### config.mk
export PLATFORM = sky130hd
export DESIGN_NAME = mlsc_centroid
export DESIGN_NICKNAME = d
export VERILOG_FILES = /design/src/design/mlsc_pkg.sv /design/src/design/mlsc_divider.sv /design/src/design/mlsc_centroid.sv
export SDC_FILE = /design/constraint.sdc
export NUM_CORES = 1
export LEC_CHECK = 0
export BUFFER_PORTS_ARGS = -buffer_cell sky130_fd_sc_hd__clkbuf_2
export CAP_MARGIN = 40
export CORE_MARGIN = 3
export CORE_UTILIZATION = 50
export DETAILED_ROUTE_END_ITERATION = 6
export PLACE_DENSITY_LB_ADDON = 0.1
export REMOVE_ABC_BUFFERS = 1
export SYNTH_ARGS = -nofsm -noshare
export SYNTH_HDL_FRONTEND = slang
export SYNTH_SLANG_ARGS = --single-unit
export TNS_END_PERCENT = 30
### constraint.sdc
create_clock -name clk_i -period 14.4 [get_ports clk_i]
set_clock_uncertainty 0.2 [all_clocks]
set_input_delay 1.44 -clock clk_i [delete_from_list [all_inputs] [get_ports clk_i]]
set_output_delay 1.44 -clock clk_i [all_outputs]
set_load 0.05 [all_outputs]
### src/design/mlsc_pkg.sv
`timescale 1ns / 1ps

package mlsc_pkg;

  // Item field widths
  localparam int MOTION_W = 16;
  localparam int COLOR_W  = 8;
  localparam int X_W      = 9;
  localparam int Y_W      = 8;
  localparam int SAL_W    = 8;

  // State widths
  localparam int VAL_W    = 24;  // integrator entry, unsigned 8.16
  localparam int CNT_W    = 18;
  localparam int SUMX_W   = 26;
  localparam int SUMY_W   = 25;
  localparam int POS_W    = 11;  // signed last published position
  localparam int JUMP_W   = 10;
  localparam int COEF_W   = 16;

  // Configuration port
  localparam int CFG_IDX_W  = 3;
  localparam int CFG_DATA_W = 16;

  typedef enum logic [CFG_IDX_W-1:0] {
    CFG_COLOR_THR   = 3'd0,
    CFG_MOTION_SAT  = 3'd1,
    CFG_INPUT_GAIN  = 3'd2,
    CFG_LEAK        = 3'd3,
    CFG_DETECT_THR  = 3'd4,
    CFG_MIN_JUMP    = 3'd5
  } cfg_idx_e;

  localparam logic [COLOR_W-1:0]  RST_COLOR_THR  = 8'd30;
  localparam logic [MOTION_W-1:0] RST_MOTION_SAT = 16'd12800;
  localparam logic [COEF_W-1:0]   RST_INPUT_GAIN = 16'd3277;
  localparam logic [COEF_W-1:0]   RST_LEAK       = 16'd65529;
  localparam logic [MOTION_W-1:0] RST_DETECT_THR = 16'd23040;
  localparam logic [JUMP_W-1:0]   RST_MIN_JUMP   = 10'd25;

  // Integrator ceiling: 255.0 in 8.16
  localparam logic [VAL_W-1:0] VAL_MAX = 24'hFF0000;

  // Last published position after reset
  localparam logic signed [POS_W-1:0] POS_RESET = -11'sd1000;

  typedef struct packed {
    logic           vld;
    logic           rep;
    logic [X_W-1:0] x;
    logic [Y_W-1:0] y;
  } centroid_t;

endpackage

### src/design/mlsc_divider.sv
`timescale 1ns / 1ps

module mlsc_divider import mlsc_pkg::*; (
  input  logic              clk_i,
  input  logic              rst_ni,
  input  logic              start_i,
  input  logic [SUMX_W-1:0] dividend_i,
  input  logic [CNT_W-1:0]  divisor_i,
  output logic              done_o,
  output logic [SUMX_W-1:0] quotient_o
);

  localparam int STEP_W = $clog2(SUMX_W + 1);

  logic              busy_q, done_q;
  logic [STEP_W-1:0] step_q;
  logic [CNT_W-1:0]  rem_q, dsr_q;
  logic [SUMX_W-1:0] quo_q;

  logic [CNT_W:0] rem_sh, diff;
  logic           ge;

  // Restoring division, one quotient bit per cycle
  assign rem_sh = {rem_q, quo_q[SUMX_W-1]};
  assign diff   = rem_sh - {1'b0, dsr_q};
  assign ge     = rem_sh >= {1'b0, dsr_q};

  always_ff @(posedge clk_i or negedge rst_ni) begin
    if (!rst_ni) begin
      busy_q <= 1'b0;
      done_q <= 1'b0;
      step_q <= '0;
    end else begin
      done_q <= 1'b0;
      if (start_i) begin
        busy_q <= 1'b1;
        step_q <= STEP_W'(SUMX_W);
      end else if (busy_q) begin
        step_q <= step_q - 1'b1;
        if (step_q == STEP_W'(1)) begin
          busy_q <= 1'b0;
          done_q <= 1'b1;
        end
      end
    end
  end

  always_ff @(posedge clk_i) begin
    if (start_i) begin
      quo_q <= dividend_i;
      rem_q <= '0;
      dsr_q <= divisor_i;
    end else if (busy_q) begin
      rem_q <= ge ? diff[CNT_W-1:0] : rem_sh[CNT_W-1:0];
      quo_q <= {quo_q[SUMX_W-2:0], ge};
    end
  end

  assign done_o     = done_q;
  assign quotient_o = quo_q;

endmodule

### src/design/mlsc_centroid.sv
`timescale 1ns / 1ps

module mlsc_centroid import mlsc_pkg::*; (
  input  logic              clk_i,
  input  logic              rst_ni,
  input  logic              start_i,
  input  logic [CNT_W-1:0]  count_i,
  input  logic [SUMX_W-1:0] sumx_i,
  input  logic [SUMY_W-1:0] sumy_i,
  input  logic [JUMP_W-1:0] min_jump_i,
  output logic              done_o,
  output centroid_t         cen_o
);

  localparam int D_W  = POS_W + 1;      // signed distance
  localparam int SQ_W = 2 * D_W;
  localparam int D2_W = 2 * POS_W;      // squared distance fits here
  localparam int LM_W = 2 * JUMP_W;

  typedef enum logic [1:0] {C_IDLE, C_DIV, C_SQR, C_CMP} c_state_e;

  c_state_e state_q;
  logic     done_q;
  centroid_t cen_q;
  logic signed [POS_W-1:0] last_x_q, last_y_q;
  logic [X_W-1:0]  cx_q;
  logic [Y_W-1:0]  cy_q;
  logic [D2_W-1:0] dx2_q, dy2_q;
  logic [LM_W-1:0] lim_q;

  logic              div_start, dx_done, dy_done;
  logic [SUMX_W-1:0] qx, qy;
  logic signed [D_W-1:0]  dx, dy;
  logic signed [SQ_W-1:0] dx_sq, dy_sq;
  logic [D2_W:0]          d2;

  assign div_start = start_i && (count_i != '0);

  mlsc_divider u_div_x (
    .clk_i      (clk_i),
    .rst_ni     (rst_ni),
    .start_i    (div_start),
    .dividend_i (sumx_i),
    .divisor_i  (count_i),
    .done_o     (dx_done),
    .quotient_o (qx)
  );

  mlsc_divider u_div_y (
    .clk_i      (clk_i),
    .rst_ni     (rst_ni),
    .start_i    (div_start),
    .dividend_i (SUMX_W'(sumy_i)),
    .divisor_i  (count_i),
    .done_o     (dy_done),
    .quotient_o (qy)
  );

  assign dx    = $signed(D_W'(cx_q)) - $signed({last_x_q[POS_W-1], last_x_q});
  assign dy    = $signed(D_W'(cy_q)) - $signed({last_y_q[POS_W-1], last_y_q});
  assign dx_sq = SQ_W'(dx) * SQ_W'(dx);
  assign dy_sq = SQ_W'(dy) * SQ_W'(dy);
  assign d2    = (D2_W + 1)'(dx2_q) + (D2_W + 1)'(dy2_q);

  always_ff @(posedge clk_i or negedge rst_ni) begin
    if (!rst_ni) begin
      state_q  <= C_IDLE;
      done_q   <= 1'b0;
      cen_q    <= '0;
      last_x_q <= POS_RESET;
      last_y_q <= POS_RESET;
      cx_q     <= '0;
      cy_q     <= '0;
      dx2_q    <= '0;
      dy2_q    <= '0;
      lim_q    <= '0;
    end else begin
      done_q <= 1'b0;
      unique case (state_q)
        C_IDLE: begin
          if (start_i) begin
            if (count_i == '0) begin
              cen_q  <= '0;
              done_q <= 1'b1;
            end else begin
              state_q <= C_DIV;
            end
          end
        end
        C_DIV: begin
          if (dx_done && dy_done) begin
            cx_q    <= (|qx[SUMX_W-1:X_W]) ? '1 : qx[X_W-1:0];
            cy_q    <= (|qy[SUMX_W-1:Y_W]) ? '1 : qy[Y_W-1:0];
            state_q <= C_SQR;
          end
        end
        C_SQR: begin
          dx2_q   <= dx_sq[D2_W-1:0];
          dy2_q   <= dy_sq[D2_W-1:0];
          lim_q   <= LM_W'(min_jump_i) * LM_W'(min_jump_i);
          state_q <= C_CMP;
        end
        C_CMP: begin
          cen_q.vld <= 1'b1;
          cen_q.rep <= d2 > (D2_W + 1)'(lim_q);
          cen_q.x   <= cx_q;
          cen_q.y   <= cy_q;
          if (d2 > (D2_W + 1)'(lim_q)) begin
            last_x_q <= $signed(POS_W'(cx_q));
            last_y_q <= $signed(POS_W'(cy_q));
          end
          done_q  <= 1'b1;
          state_q <= C_IDLE;
        end
        default: state_q <= C_IDLE;
      endcase
    end
  end

  assign done_o = done_q;
  assign cen_o  = cen_q;

endmodule

==> out/qor.txt <==
CP Class: flop to flop
PD cells: 101.2 mW/mm2
Final net count: 3,348
Final Critical Period: 8260 ps
Post-CTS Resized: 0
Final setup fails: 0
Setup TNS: 0 ps
Count of buffers from port buffering: 101
Post-synth cell types: 81
Hold Fails Final Rpt: 0
Syn Area/Cell: 9.298 um2
Total Routing Usage GR: 21.74%
CORE AREA: 0.04835 mm2
P_leak: 13.63 nW
Vias per Instance: 5.331
P&R area growth vs syn: 8.774%
Share of cells above drive strength 1: 8.511%
Combinational power share: 41.8%
1st-pass router iterations: 5
Final period utilization: 57.36%
Final Max Slew Viols: 0
DP Wirelength: 44,460 um
YS warnings: 0
Max clock buf depth: 3
Worst setup SP type: flop
Sequential share of power: 31.4%
Max cap viols: 0
Row count: 80
Int Pwr: 1.707 mW
Slew at the pin closest to its max-slew limit: 935.4 ps
Fmax: 121.1 MHz
Wire length per cell: 16.18 um
Residual DRC count: 0
Crit Path Max Fanout: 12
RSZ-0062 raised after global routing: no
CP Data Arrival Time: 8500 ps
Min-Delay Path Class: flop to flop
NetSw: 1.019 mW
Layout fillers: 4,405
Routed Antenna Nets: 0
Delay-heaviest family, CP: adder cells
Routed wire length: 55,300 um
Post-CTS Hold Buffers: 0
Cell area after layout: 0.02694 mm2
DRT iter0 DRCs: 944
Clock latency on the worst-skew pair: 560 ps
I/O pin cnt: 102
Max-slew headroom: 37.19%
Syn Inst Count: 2,664
CTS tree: done
Reg area: 0.006122 mm2
Clk sinks: 238
# diodes: 0
Initial antenna violation count: 0
Seq/Total Area, Yosys: 24.72%
Largest net degree at the start of global routing: 75
# H-tree levels: 1
GPL Wtd Cong: 0.8835
Die area: 0.05225 mm2
Clk pwr share: 26.8%
Clk slew on worst S/H paths: 70 ps
Hold Crit Depth: 2
Required time of the critical path: 14,640 ps
Via count: 18,217
Number of synthesized register bits: 238
Post-synth EDFFs: 69
FF-to-FF path depth: 29
Area taken by multi-input logic gates: 0.01650 mm2
Status: completed
Root Driver: clkbuf_16
Num CTS Buffers: 28
Post-synthesis cell area: 0.02477 mm2
Initial core utilization: 51.23%
Critical Path Sink Type: flop
Peak supply drop: 0.1113 mV
Switching part of the total: 37.37%
Post-CTS Setup Bufs: 0
Post-Place Cell Area: 0.02599 mm2
Buffers & Inverters on Critical Path: 7
First-pass GRT wire length: 94,600 um
Most used cell, CP: inv_1
Worst path max stage delay: 550 ps
Post-synth top flop: dfrtp_1
Vias in the first global route: 19,415
GRT overflow: 0
Die W: 228.6 um
Synth async-reset ratio: 55.46%
Die Y: 228.6 um
CP max-delay cell: fa_1
Reg2Reg Setup Slack: 6140 ps
Levels on crit path: 29
kinds of logic (layout without fill, tap and decap cells):
logic type	count (synthesis)	after routing	synth area share, %
AO/OA/AOI/OAI	428	428	11.32
XOR/XNOR	122	122	4.314
adder cells (fa/ha/maj)	527	527	34.99
buffers and inverters	568	665	8.734
flip-flops	238	238	24.72
multiplexers	65	65	2.803
other	1	1	0.01514
AND/OR/NAND/NOR	715	715	13.11
per-layer routing:
metal | vias up | share of wire (%) | global-route usage [%]
met5 | - | 0 | 0
met4 | 0 | 2.5 | 5.663
met3 | 94 | 3.3 | 2.081
met2 | 331 | 51 | 39.48
met1 | 8922 | 43 | 27.85
li1 | 8870 | - | -
worst paths after layout:
kind                              startpoint                 to
min                        u_div_x.rem_q[17]  u_div_x.rem_q[17]
min in group asynchronous             rst_ni        last_x_q[7]
max reg2reg                      last_x_q[1]          dx2_q[20]
min reg2reg                u_div_x.rem_q[17]  u_div_x.rem_q[17]
max                              last_x_q[1]          dx2_q[20]
max in group asynchronous             rst_ni        last_y_q[6]
power groups by stage:
| stage | registers [mW] | logic [mW] | clock network [mW] |
|---|---|---|---|
| 4_1_cts | 0.855 | 1.15 | 0.750 |
| 3_5_place_dp | 0.867 | 1.14 | 0 |
| 6_report | 0.856 | 1.14 | 0.731 |
| 2_1_floorplan | 0.856 | 0.865 | 0 |
| 3_3_place_gp | 0.867 | 1.11 | 0 |
| 5_1_grt | 0.868 | 1.30 | 0.780 |
layout make-up:
| type | count | share of cell area [%] |
|---|---|---|
| clock buffers | 33 | 2.828 |
| repair buffers | 121 | 2.591 |
| well taps | 656 | 3.046 |
| multi-input cells | 1858 | 61.25 |
| flip-flops and latches | 238 | 22.72 |
| clock inverters | 19 | 0.7105 |
| inverters | 492 | 6.854 |
cells in the mapped netlist, types with 5 or more instances:
library cell / number / area (um2)
a211oi_1: 11 / 82.58
o21ai_0: 105 / 525.5
nor3_1: 43 / 215.2
nor2_1: 176 / 660.6
nand4_1: 15 / 93.84
fa_1: 276 / 5525
ha_1: 251 / 3141
o22ai_1: 16 / 100.1
or4_1: 9 / 67.56
edfxtp_1: 69 / 2072
or3_1: 15 / 93.84
o311ai_0: 5 / 43.79
a211o_1: 5 / 43.79
o21bai_1: 6 / 45.04
mux2i_1: 30 / 300.3
nand2b_1: 18 / 112.6
or2_2: 8 / 50.05
and2_1: 36 / 225.2
clkbuf_1: 70 / 262.8
o211ai_1: 15 / 112.6
xor2_1: 31 / 271.5
a31oi_1: 19 / 118.9
nor4_1: 17 / 106.4
mux2_2: 35 / 394.1
nand2_1: 297 / 1115
dfrtp_1: 127 / 3178
o22a_1: 17 / 148.9
o31a_1: 8 / 70.07
a21o_1: 24 / 180.2
o21a_1: 25 / 187.7
nand3_1: 30 / 150.1
dfxtp_1: 37 / 740.7
a21oi_1: 103 / 515.5
a22o_1: 16 / 140.1
nor2b_1: 24 / 150.1
xnor2_1: 91 / 797.0
inv_1: 485 / 1821
and3_1: 10 / 62.56
dfstp_2: 5 / 131.4
cell usage in the layout, fill, tap and decap left out, types with 17 or more instances in the layout:
master	netlist	routed
dfxtp_1	37	37
dfrtp_1	127	127
inv_1	485	484
nand2b_1	18	17
o22a_1	17	17
xnor2_1	91	91
xor2_1	31	31
clkbuf_2	0	100
nor2_1	176	176
clkbuf_16	0	30
nand2_1	297	297
o21a_1	25	25
a21oi_1	103	101
o21ai_0	105	105
mux2_2	35	35
fa_1	276	276
and2_1	36	36
nand3_1	30	30
edfxtp_1	69	69
nor3_1	43	43
a21o_1	24	24
ha_1	251	250
a31oi_1	19	19
mux2i_1	30	30
nor4_1	17	17
nor2b_1	24	24
sequential cells by signal, summed over array words and instances, names as in the netlist:
| register | cells |
|---|---|
| u_div_x.rem_q | 18 |
| lim_q | 19 |
| u_div_y.rem_q | 18 |
| u_div_x.step_q | 5 |
| done_o | 1 |
| last_x_q | 9 |
| state_q | 2 |
| dy2_q | 21 |
| cx_q | 9 |
| u_div_y.busy_q | 1 |
| u_div_x.dsr_q | 18 |
| cen_o | 19 |
| last_y_q | 9 |
| u_div_y.quotient_o | 26 |
| cy_q | 8 |
| u_div_x.busy_q | 1 |
| u_div_x.quotient_o | 26 |
| dx2_q | 21 |
| u_div_y.done_o | 1 |
| u_div_y.step_q | 5 |
| u_div_x.done_o | 1 |
worst min-delay path: cells and delay by family (launching register included):
family	cells	cell delay, ps
simple gates	1	70
compound gates	1	60
flops	1	320
stage by stage:
| step | util (%) | total power [mW] | hold slack (ps) | worst slack [ps] | instances |
|---|---|---|---|---|---|
| after global placement | 53.61 | 1.978 | 266.6 | 6374 | 3360 |
| final | 55.73 | 2.725 | 285.2 | 6140 | 3417 |
| after global routing | 55.73 | 2.943 | 314.1 | 5619 | 3417 |
| after detailed placement | 53.76 | 2.004 | 264.8 | 6207 | 3365 |
| after floorplan | - | 1.721 | 246.3 | 6943 | 2588 |
| after CTS | 55.73 | 2.753 | 278.0 | 6171 | 3417 |
Note: power is estimated with default switching activity, not from simulation.
